--- src/hdl/sita_pkg.sv ---
`timescale 1ns / 1ps
// ----------------------------------------------------------------------------
// sita_pkg: shared types and constants for the integer-to-ASCII converter
// Holds the radix limits, the character codes and the divider status record.
// ----------------------------------------------------------------------------
package sita_pkg;

    localparam int DEFAULT_VALUE_BITS = 32;

    localparam int RADIX_W = 5;
    localparam int DIGIT_W = 4;
    localparam int CHAR_W  = 8;

    localparam logic [RADIX_W-1:0] RADIX_MIN = 5'd2;
    localparam logic [RADIX_W-1:0] RADIX_MAX = 5'd16;

    localparam logic [CHAR_W-1:0] CHAR_MINUS       = 8'h2D;
    localparam logic [CHAR_W-1:0] CHAR_ZERO        = 8'h30;
    localparam logic [CHAR_W-1:0] CHAR_ALPHA_BIAS  = 8'h37;  // 'A' minus ten
    localparam logic [DIGIT_W-1:0] DIGIT_TEN       = 4'd10;

    typedef struct packed {
        logic busy;
        logic done;
    } div_status_t;

    // Map one digit value to its upper-case glyph.
    function automatic logic [CHAR_W-1:0] digit_glyph(input logic [DIGIT_W-1:0] d);
        logic [CHAR_W-1:0] wide;
        wide = {{(CHAR_W-DIGIT_W){1'b0}}, d};
        if (d < DIGIT_TEN) begin
            return CHAR_ZERO + wide;
        end else begin
            return CHAR_ALPHA_BIAS + wide;
        end
    endfunction

endpackage

--- src/hdl/sita_divider.sv ---
`timescale 1ns / 1ps
// ----------------------------------------------------------------------------
// sita_divider: bit-serial divider by a small radix
// Divides an unsigned value by a base of 2..16, one quotient bit per cycle.
// ----------------------------------------------------------------------------
module sita_divider
    import sita_pkg::*;
#(
    parameter int VALUE_BITS = DEFAULT_VALUE_BITS
) (
    input  logic                  aclk,
    input  logic                  aresetn,
    input  logic                  start,
    input  logic [VALUE_BITS-1:0] dividend,
    input  logic [RADIX_W-1:0]    base,
    output div_status_t           status,
    output logic [VALUE_BITS-1:0] quotient,
    output logic [DIGIT_W-1:0]    remainder
);

    localparam int CNT_W = $clog2(VALUE_BITS);

    logic                  busy_reg, busy_next;
    logic                  done_reg, done_next;
    logic [CNT_W-1:0]      cnt_reg, cnt_next;
    logic [VALUE_BITS-1:0] quo_reg, quo_next;
    logic [DIGIT_W-1:0]    rem_reg, rem_next;
    logic [RADIX_W-1:0]    base_reg, base_next;

    logic [RADIX_W-1:0]    trial;
    logic [RADIX_W-1:0]    diff;
    logic                  ge;

    assign trial = {rem_reg, quo_reg[VALUE_BITS-1]};
    assign ge    = (trial >= base_reg);
    assign diff  = trial - base_reg;

    always_comb begin
        busy_next = busy_reg;
        done_next = 1'b0;
        cnt_next  = cnt_reg;
        quo_next  = quo_reg;
        rem_next  = rem_reg;
        base_next = base_reg;
        if (start) begin
            busy_next = 1'b1;
            cnt_next  = '0;
            quo_next  = dividend;
            rem_next  = '0;
            base_next = base;
        end else if (busy_reg) begin
            // Shift one dividend bit into the partial remainder and subtract.
            quo_next = {quo_reg[VALUE_BITS-2:0], ge};
            rem_next = ge ? diff[DIGIT_W-1:0] : trial[DIGIT_W-1:0];
            cnt_next = cnt_reg + 1'b1;
            if (cnt_reg == CNT_W'(VALUE_BITS - 1)) begin
                busy_next = 1'b0;
                done_next = 1'b1;
            end
        end
    end

    always_ff @(posedge aclk) begin
        if (!aresetn) begin
            busy_reg <= 1'b0;
            done_reg <= 1'b0;
            cnt_reg  <= '0;
        end else begin
            busy_reg <= busy_next;
            done_reg <= done_next;
            cnt_reg  <= cnt_next;
        end
        quo_reg  <= quo_next;
        rem_reg  <= rem_next;
        base_reg <= base_next;
    end

    assign status.busy = busy_reg;
    assign status.done = done_reg;
    assign quotient    = quo_reg;
    assign remainder   = rem_reg;

endmodule

--- src/hdl/signed_int_to_ascii.sv ---
`timescale 1ns / 1ps
// ----------------------------------------------------------------------------
// signed_int_to_ascii: signed integer to ASCII text in radix 2..16
// Prints a '-' for negative values, then the magnitude, most significant
// digit first, using '0'-'9' and 'A'-'F'.
// ----------------------------------------------------------------------------
//
//  channel | direction | ports                  | contents
//  --------+-----------+------------------------+------------------------------
//  s_      | in        | s_tvalid/tready/tdata  | number_in, radix (one number)
//  m_      | out       | m_tvalid/tready/tdata, | ascii_char; m_tlast = last_char
//          |           | m_tlast                | (one transaction per char)
//
//  Each digit costs one full division in the bit-serial divider.
//  s_tready is high only while the sequencer is idle; the last character may
//  still wait in the output register while the next number is taken.
//  Reset: aresetn is synchronous, active low; it clears the sequencer, the
//  divider control and m_tvalid. A stall on m_tready holds the character.
// ----------------------------------------------------------------------------
module signed_int_to_ascii
    import sita_pkg::*;
#(
    parameter int VALUE_BITS = DEFAULT_VALUE_BITS
) (
    input  logic                                       aclk,
    input  logic                                       aresetn,
    input  logic                                       s_tvalid,
    output logic                                       s_tready,
    // [VALUE_BITS-1:0] number_in, [VALUE_BITS+4:VALUE_BITS] radix, zero pad
    input  logic [((VALUE_BITS + RADIX_W + 7) / 8) * 8 - 1:0] s_tdata,
    output logic                                       m_tvalid,
    input  logic                                       m_tready,
    // [7:0] ascii_char
    output logic [CHAR_W-1:0]                          m_tdata,
    output logic                                       m_tlast
);

    localparam int DEPTH = VALUE_BITS;             // most digits of one number
    localparam int CNT_W = $clog2(DEPTH + 1);

    typedef enum logic [1:0] {
        ST_IDLE,
        ST_DIVIDE,
        ST_SIGN,
        ST_EMIT
    } state_t;

    state_t              state_reg, state_next;
    logic [CNT_W-1:0]    depth_reg, depth_next;
    logic                neg_reg, neg_next;
    logic [RADIX_W-1:0]  base_reg, base_next;
    logic                m_tvalid_reg, m_tvalid_next;
    logic [CHAR_W-1:0]   m_tdata_reg, m_tdata_next;
    logic                m_tlast_reg, m_tlast_next;

    // Digit stack: push the least significant digit first, pop from the top.
    logic [DIGIT_W-1:0]  stack_reg [DEPTH];
    logic                push, pop;

    logic [VALUE_BITS-1:0] in_number;
    logic [RADIX_W-1:0]    in_radix;
    logic [RADIX_W-1:0]    in_base;
    logic [VALUE_BITS-1:0] in_mag;
    logic                  in_accept;
    logic                  out_free;

    logic                  div_start;
    logic [VALUE_BITS-1:0] div_dividend;
    logic [RADIX_W-1:0]    div_base;
    div_status_t           div_status;
    logic [VALUE_BITS-1:0] div_quo;
    logic [DIGIT_W-1:0]    div_rem;

    // Unpack the input transaction and form the unsigned magnitude.
    assign in_number = s_tdata[VALUE_BITS-1:0];
    assign in_radix  = s_tdata[VALUE_BITS +: RADIX_W];
    assign in_mag    = in_number[VALUE_BITS-1] ? ({VALUE_BITS{1'b0}} - in_number)
                                               : in_number;

    always_comb begin
        if (in_radix < RADIX_MIN) begin
            in_base = RADIX_MIN;
        end else if (in_radix > RADIX_MAX) begin
            in_base = RADIX_MAX;
        end else begin
            in_base = in_radix;
        end
    end

    assign s_tready  = (state_reg == ST_IDLE);
    assign in_accept = s_tvalid && s_tready;
    assign out_free  = !m_tvalid_reg || m_tready;

    sita_divider #(
        .VALUE_BITS (VALUE_BITS)
    ) u_divider (
        .aclk      (aclk),
        .aresetn   (aresetn),
        .start     (div_start),
        .dividend  (div_dividend),
        .base      (div_base),
        .status    (div_status),
        .quotient  (div_quo),
        .remainder (div_rem)
    );

    // Sequencer: divide until the quotient is zero, then print sign and digits.
    always_comb begin
        state_next    = state_reg;
        depth_next    = depth_reg;
        neg_next      = neg_reg;
        base_next     = base_reg;
        m_tvalid_next = m_tready ? 1'b0 : m_tvalid_reg;
        m_tdata_next  = m_tdata_reg;
        m_tlast_next  = m_tlast_reg;
        push          = 1'b0;
        pop           = 1'b0;
        div_start     = 1'b0;
        div_dividend  = div_quo;
        div_base      = base_reg;

        case (state_reg)
            ST_IDLE: begin
                div_dividend = in_mag;
                div_base     = in_base;
                if (in_accept) begin
                    div_start  = 1'b1;
                    neg_next   = in_number[VALUE_BITS-1];
                    base_next  = in_base;
                    depth_next = '0;
                    state_next = ST_DIVIDE;
                end
            end
            ST_DIVIDE: begin
                if (div_status.done) begin
                    push       = 1'b1;
                    depth_next = depth_reg + 1'b1;
                    if (div_quo != '0) begin
                        div_start = 1'b1;
                    end else if (neg_reg) begin
                        state_next = ST_SIGN;
                    end else begin
                        state_next = ST_EMIT;
                    end
                end
            end
            ST_SIGN: begin
                if (out_free) begin
                    m_tvalid_next = 1'b1;
                    m_tdata_next  = CHAR_MINUS;
                    m_tlast_next  = 1'b0;
                    state_next    = ST_EMIT;
                end
            end
            ST_EMIT: begin
                if (out_free) begin
                    pop           = 1'b1;
                    m_tvalid_next = 1'b1;
                    m_tdata_next  = digit_glyph(stack_reg[0]);
                    m_tlast_next  = (depth_reg == CNT_W'(1));
                    depth_next    = depth_reg - 1'b1;
                    if (depth_reg == CNT_W'(1)) begin
                        state_next = ST_IDLE;
                    end
                end
            end
            default: begin
                state_next = ST_IDLE;
            end
        endcase
    end

    always_ff @(posedge aclk) begin
        if (!aresetn) begin
            state_reg    <= ST_IDLE;
            depth_reg    <= '0;
            m_tvalid_reg <= 1'b0;
        end else begin
            state_reg    <= state_next;
            depth_reg    <= depth_next;
            m_tvalid_reg <= m_tvalid_next;
        end
        neg_reg     <= neg_next;
        base_reg    <= base_next;
        m_tdata_reg <= m_tdata_next;
        m_tlast_reg <= m_tlast_next;
    end

    // Push shifts every digit one place deeper; pop shifts them back up.
    always_ff @(posedge aclk) begin
        if (push) begin
            stack_reg[0] <= div_rem;
            for (int i = 1; i < DEPTH; i++) begin
                stack_reg[i] <= stack_reg[i-1];
            end
        end else if (pop) begin
            for (int i = 0; i < DEPTH - 1; i++) begin
                stack_reg[i] <= stack_reg[i+1];
            end
        end
    end

    assign m_tvalid = m_tvalid_reg;
    assign m_tdata  = m_tdata_reg;
    assign m_tlast  = m_tlast_reg;

    // The divider reports a result only while the sequencer waits for one.
    assert property (@(posedge aclk) disable iff (!aresetn)
        div_status.done |-> (state_reg == ST_DIVIDE))
        else $error("divider finished outside the divide phase");

    // A new number is never taken while the divider is still working.
    assert property (@(posedge aclk) disable iff (!aresetn)
        s_tready |-> !div_status.busy)
        else $error("input ready while divider busy");

    // The digit stack never overflows its depth.
    assert property (@(posedge aclk) disable iff (!aresetn)
        depth_reg <= CNT_W'(DEPTH))
        else $error("digit stack overflow");

    // Every digit emitted comes from a non-empty stack.
    assert property (@(posedge aclk) disable iff (!aresetn)
        pop |-> (depth_reg != '0))
        else $error("pop from empty digit stack");

endmodule
--- config.mk ---
export PLATFORM = sky130hd
export DESIGN_NAME = signed_int_to_ascii
export DESIGN_NICKNAME = d
export VERILOG_FILES = /design/src/hdl/sita_pkg.sv /design/src/hdl/sita_divider.sv /design/src/hdl/signed_int_to_ascii.sv
export SDC_FILE = /design/constraint.sdc
export NUM_CORES = 1
export LEC_CHECK = 0
export BUFFER_PORTS_ARGS = -buffer_cell sky130_fd_sc_hd__buf_4
export CAP_MARGIN = 20
export CORE_MARGIN = 3
export CORE_UTILIZATION = 50
export CTS_BUF_LIST = sky130_fd_sc_hd__clkbuf_16
export DETAILED_ROUTE_END_ITERATION = 12
export HOLD_SLACK_MARGIN = 0.12
export PLACE_DENSITY_LB_ADDON = 0.2
export SYNTH_ARGS = -nofsm -noshare
export SYNTH_HDL_FRONTEND = slang
export SYNTH_SLANG_ARGS = --single-unit
--- constraint.sdc ---
create_clock -name aclk -period 9.76 [get_ports aclk]
set_clock_uncertainty 0.05 [all_clocks]
set_input_delay 0 -clock aclk [delete_from_list [all_inputs] [get_ports aclk]]
set_output_delay 0 -clock aclk [all_outputs]
set_load 0.02 [all_outputs]
==> results of run 1 <==
## routing by layer
metal / up-vias / routed length, µm / track usage / share of wire
met5: - / 0 / 0 / 0
met4: 0 / 144 / 0.0476 / 0.0084
met3: 12 / 501 / 0.0414 / 0.029
met2: 89 / 8390 / 0.277 / 0.49
met1: 2859 / 8160 / 0.234 / 0.47
li1: 2858 / - / - / -
## synth_stat cells (10+ instances only)
cell type,count,area share
xor2_1,19,0.017
nor2_1,18,0.0070
dfxtp_1,20,0.042
ha_1,16,0.021
mux2_2,141,0.16
nor4_1,11,0.0071
nand2_1,27,0.011
o21ai_0,33,0.017
nor2b_1,10,0.0065
a21oi_1,10,0.0052
inv_1,23,0.0090
clkbuf_1,34,0.013
xnor2_1,15,0.014
edfxtp_1,179,0.56
nand3_1,30,0.016
## layout by cell type (no fill, tap or decap), types with 6 or more instances in the layout
cell type / Yosys / final
edfxtp_1: 179 / 179
mux2_2: 141 / 141
dlygate4sd3_1: 0 / 58
buf_4: 1 / 56
o21ai_0: 33 / 32
nand3_1: 30 / 29
nand2_1: 27 / 27
inv_1: 23 / 23
dfxtp_1: 20 / 20
xor2_1: 19 / 19
nor2_1: 18 / 18
clkbuf_16: 0 / 17
ha_1: 16 / 16
xnor2_1: 15 / 15
nor4_1: 11 / 11
nor2b_1: 10 / 10
a21oi_1: 10 / 10
o31ai_1: 9 / 9
nor3_1: 9 / 9
o41ai_1: 7 / 7
nand2b_1: 7 / 7
or3_1: 6 / 6
o21ai_1: 6 / 6
## worst max-delay path by stage
stage / startpoint / end / cells after the start
final: state_reg[1] / u_divider.quotient[11] / 10
after global routing: state_reg[1] / u_divider.quotient[8] / 10
after CTS: state_reg[1] / u_divider.quotient[11] / 10
after detailed placement: state_reg[1] / u_divider.quotient[11] / 10
after global placement: state_reg[1] / u_divider.quotient[25] / 10
after floorplan: state_reg[1] / stack_reg[0][0] / 4
## repair_timing
action | in CTS | in global routing
hold buffers | 58 | 0
setup endpoints to repair | 0 | 0
endpoints found under the hold margin | 57 | 0
## power breakdown
part	total (W)	switching (W)	internal (W)
registers	0.00119	0.0000797	0.00111
clock network	0.000668	0.000296	0.000372
logic	0.000559	0.000307	0.000252
total	0.00242	0.000682	0.00173
## kinds of logic after synthesis
group,after synthesis,synth area share
DFF,199,0.600
muxes,146,0.171
and+or+nand+nor,136,0.0738
AOI/OAI and AO/OA,102,0.0756
buffers and inverters,64,0.0262
xor gates and xnor gates,34,0.0309
adders and majority gates,17,0.0229
other,1,0.000389
## stage by stage
step / setup WS, ns / power, W / std cells / area [µm²]
6_report: 5.79 / 0.00242 / 1064 / 11400
5_1_grt: 5.35 / 0.00255 / 1064 / 11400
4_1_cts: 5.80 / 0.00243 / 1063 / 11400
3_5_place_dp: 5.82 / 0.00174 / 974 / 10200
3_3_place_gp: 5.94 / 0.00170 / 974 / 10200
2_1_floorplan: 2.74 / 0.00159 / 699 / 9630
## layout make-up
cell class | instances | area (µm²) | share of cell area
clock buffer | 17 | 425 | 0.0373
tap | 260 | 325 | 0.0285
timing repair buffer | 115 | 1030 | 0.0902
sequential | 199 | 5780 | 0.506
clock inverter | 14 | 134 | 0.0117
inverter | 23 | 86.3 | 0.00757
multi-input combinational | 436 | 3630 | 0.318
==> metrics, run 1 <==
outcome finished, final reports clean; First-pass DRT Iterations 5; most used cell, CP inv_1; Final min period 3.97 ns; Die Footprint approximately 21000 µm²; critical path arrival slightly above 4 ns; Die Height between 100 and 150 µm; buffers and inverters on the worst path 5; CTS H-Tree Depth 4; routed len/inst between 15 and 20 µm; # setup viols final 0; DRC Markers 0; Clock Tree Buf Depth 2; Rows 50; Initial Util 0.511; worst hold path endpoint base_reg[4]; Layout area overhead 18.4%; # IOs 55; max-cap viol count 0; Post-synth EDFFs 179; Syn Inst Count approximately 700; DIE WIDTH approximately 140 µm; Startpoint Class register; Total Wirelength roughly 17000 µm; Peak VDD IR 0.120 mV; Finished Core Util 0.606; crit-path leading delay family buffers and inverters; Final GP Congestion ~0.78; RSZ-0062 raised after global routing false; Std-Cell Core Area 18800 µm²; postcts setup bufs 0; max incr delay on CP approximately 0.69 ns; syn_nets 760; ANT nets after route 0; Nets approximately 850; Worst R2R Path Depth 10; sequential share of the synthesized area 0.600; setup TNS 0 ns; CP max stage cell and2_1; Primary FF master, synth edfxtp_1; Seq cells post-synth about 200; 1st-iter DRT viols 355; Synth cell types 57; reg2reg setup slack between 5 and 6 ns; CTS buffer count 17; clock root buffer clkbuf_16; RR Endpoint u_divider.quotient[11]; Power Dens Cells about 210 nW/µm²; FFs w/ async S/R, synth 0; CP cell instances inv_1, ha_1, nand2_1, buf_4, inv_1, o21ai_1, buf_4, and2_1, inv_1, mux2_2; Leak around 3.7 nW; crit path max fanout 26; average cell area after synthesis between 10 and 15 µm²; Final Hold Slack 0.326 ns; Tcrit/Tclk final 0.407; PostCTS Resize Cnt 0; detail-routed via count per cell ~5.5; hold_sp s_tdata[36]; Worst Path Required slightly below 10 ns; initial antenna violation count 0; diode count 0; Slew @ Worst Pin about 0.99 ns; Ys Warns 0; Slew HR 0.336; CTS tree yes; first-pass GRT wire length 28600 µm; worst hold path type in -> reg; grt ovf 0; vias in the first global route 5863; Reg clk slew, reported paths around 0.070 ns; global-route usage over all layers 0.172; crit path kind reg -> reg; Final Hold Viols 0; Vias 5818; Largest register FFs around 130; largest net degree at the start of global routing 94; Hold Path Depth 2; layout cells sized above 1 0.297; Max Fclk between 0.2 and 0.3 GHz; filler cell count 1427; half-perimeter wire length after placement 11200 µm; mapped cell area 9630 µm²; CP Capture Type register; Worst R2R Start state_reg[1]; Max Slew Vio Count 0; worst skew pair latency 0.43 ns; # port buffers 50; TritonCTS Sinks ~200
Note: power is estimated with default switching activity, not from simulation.
==> run 2, diff against run 1 <==
==> constraint.sdc (replaced) <==
create_clock -name aclk -period 3.9 [get_ports aclk]
set_clock_uncertainty 0.05 [all_clocks]
set_input_delay 0 -clock aclk [delete_from_list [all_inputs] [get_ports aclk]]
set_output_delay 0 -clock aclk [all_outputs]
set_load 0.02 [all_outputs]
==> run 2 against run 1 <==
Net effect: via count is 0.22% higher; final area grew 0.52%; die area is the same; sequential power is 150% higher; flip-flop and latch count unchanged; global-route usage up 0.12 points.
==> metrics, run 2 (same netlist as run 1, synthesis figures left out) <==
outcome finished, final reports clean; crit path max fanout 14 (-46%); Rows 50 (unchanged); RSZ-0062 raised after global routing false; # port buffers 50 (unchanged); Max Fclk around 0.31 GHz; global-route usage over all layers 0.173 (+0.00118); Tcrit/Tclk final 0.821; Peak VDD IR 0.303 mV (+150%); DIE WIDTH 145 µm (unchanged); Hold Path Depth 2 (unchanged); Total Wirelength 16800 µm (-2.0%); setup TNS 0 ns (unchanged); grt ovf 0 (unchanged); postcts setup bufs 0 (unchanged); DRC Markers 0 (unchanged); clock root buffer clkbuf_16; CP Capture Type register; CTS H-Tree Depth 4 (unchanged); routed len/inst 15.8 µm (-2.3%); Layout area overhead 19.0%; half-perimeter wire length after placement 11000 µm (-1.7%); CTS tree yes; overall power 0.00620 W (+160%); first-pass GRT wire length 28900 µm (+1.2%); Gate power share 0.228 (-0.004); Vias 5831 (+0.22%); PostCTS Resize Cnt 0 (unchanged); diode count 0 (unchanged); most frequent cells in the layout 179 x edfxtp_1, 141 x mux2_2, 58 x dlygate4sd3_1, 58 x buf_4, 32 x o21ai_0; Worst Path Required 4.02 ns (-5.86 ns); Max Slew Vio Count 0 (unchanged); worst hold path type in -> reg; net switching power figure 0.00172 W (+150%); Initial Util 0.511 (unchanged); Startpoint Class input pin; Net Sw Frac 0.277 (-0.00521); Largest register FFs 128 (unchanged); crit path kind in -> reg; Clock Power Share 0.292 (+0.015); 1st-iter DRT viols 428 (+21%); Final Hold Viols 0 (unchanged); internal power 0.00448 W (+160%); Nets 855 (+0.23%); commonest non-fill, non-tap cell in the layout edfxtp_1; Reg clk slew, reported paths 0.07 ns (about the same); ANT nets after route 0 (unchanged); layout cells sized above 1 0.300 (+0.00261); First-pass DRT Iterations 4 (-1); vias in the first global route 5992 (+2.2%); Final GP Congestion 0.845 (+8.4%); largest net degree at the start of global routing 125 (+33%); Final min period roughly 3.2 ns; Leak 3.71 nW (+0.81%); Std-Cell Core Area 18800 µm² (unchanged); worst skew pair latency 0.43 ns (about the same); Slew @ Worst Pin 0.941 ns (-0.0533 ns); CTS buffer count 17 (unchanged); Power Dens Cells 541 nW/µm² (+160%); Worst R2R Path Depth 8 (-2); part of the power in registers 0.480 (-0.012); final setup margin 0.699 ns (-5.09 ns); detail-routed via count per cell 5.46 (about the same); post-placement worst setup slack 1.01 ns (-4.81 ns); Die Height 145 µm (unchanged); # setup viols final 0 (unchanged); initial antenna violation count 0 (unchanged); max-cap viol count 0 (unchanged); Slew HR 0.372 (+0.0363); TritonCTS Sinks 199 (unchanged); # IOs 55 (unchanged); Clock Tree Buf Depth 2 (unchanged); critical path arrival 3.32 ns (-0.78 ns); Die Footprint 21000 µm² (unchanged)
==> run 2: cell count changes in the layout (fill, tap and decap cells not counted), sizes merged <==
cell | before | now
buf | 57 | 59
clkinvlp | 3 | 4
clkinv | 8 | 5
bufinv | 2 | 4
inv | 24 | 25
==> run 2: what timing repair did <==
item | 4_1_cts | 5_1_grt
hold buffers | 58 | 0
endpoints found under the setup margin | 0 | 0
endpoints found under the hold margin | 54 | 0
==> run 2: power by group through the flow <==
stage / clock network (W) / registers (W) / logic (W)
2_1_floorplan: 0 / 0.00295 / 0.00101
3_3_place_gp: 0 / 0.00300 / 0.00128
3_5_place_dp: 0 / 0.00302 / 0.00135
4_1_cts: 0.00186 / 0.00298 / 0.00142
5_1_grt: 0.00195 / 0.00302 / 0.00158
6_report: 0.00181 / 0.00297 / 0.00141
==> run 2: per-layer routing <==
metal  track usage  vias to the layer above  routed length (µm)
met5             0                        -                   0
met4        0.0643                        0                 265
met3        0.0365                       19                 602
met2         0.278                      105                8170
met1         0.232                     2849                7800
li1              -                     2858                   -
==> run 2: stage by stage <==
stage / util / hold WS [ns] / instances / instance area [µm²]
after floorplan: - / 0.0489 / 699 / 9640
after global placement: 0.545 / 0.186 / 977 / 10300
after detailed placement: 0.545 / 0.192 / 977 / 10300
after CTS: 0.609 / 0.282 / 1067 / 11500
after global routing: 0.609 / 0.296 / 1067 / 11500
final: 0.609 / 0.317 / 1067 / 11500
==> run 2: critical path, cell delays in order <==
cell and delay [ns]:
dlygate4sd3_1 0.54, buf_4 0.15, or4_4 0.51, or4b_1 0.81, o41ai_1 0.48, xor2_1 0.18
dlygate4sd3_1 0.56, o21ai_0 0.07
==> run 2: worst paths after layout <==
| kind | from | to | slack, ns |
|---|---|---|---|
| worst max-delay path | s_tdata[14] | u_divider.quotient[24] | 0.70 |
| worst min-delay path | s_tdata[36] | base_reg[4] | 0.32 |
| worst min register to register | stack_reg[0][123] | stack_reg[0][127] | 0.41 |
| worst max register to register | state_reg[1] | u_divider.quotient[8] | 1.03 |
==> run 2: layout make-up <==
type                       instances  area (µm²)
tap                              260         325
multi-input combinational        436        3630
sequential                       199        5780
fill                            1413        7370
timing repair buffer             117        1040
inverter                          23        86.3
clock inverter                    15         185
clock buffer                      17         425
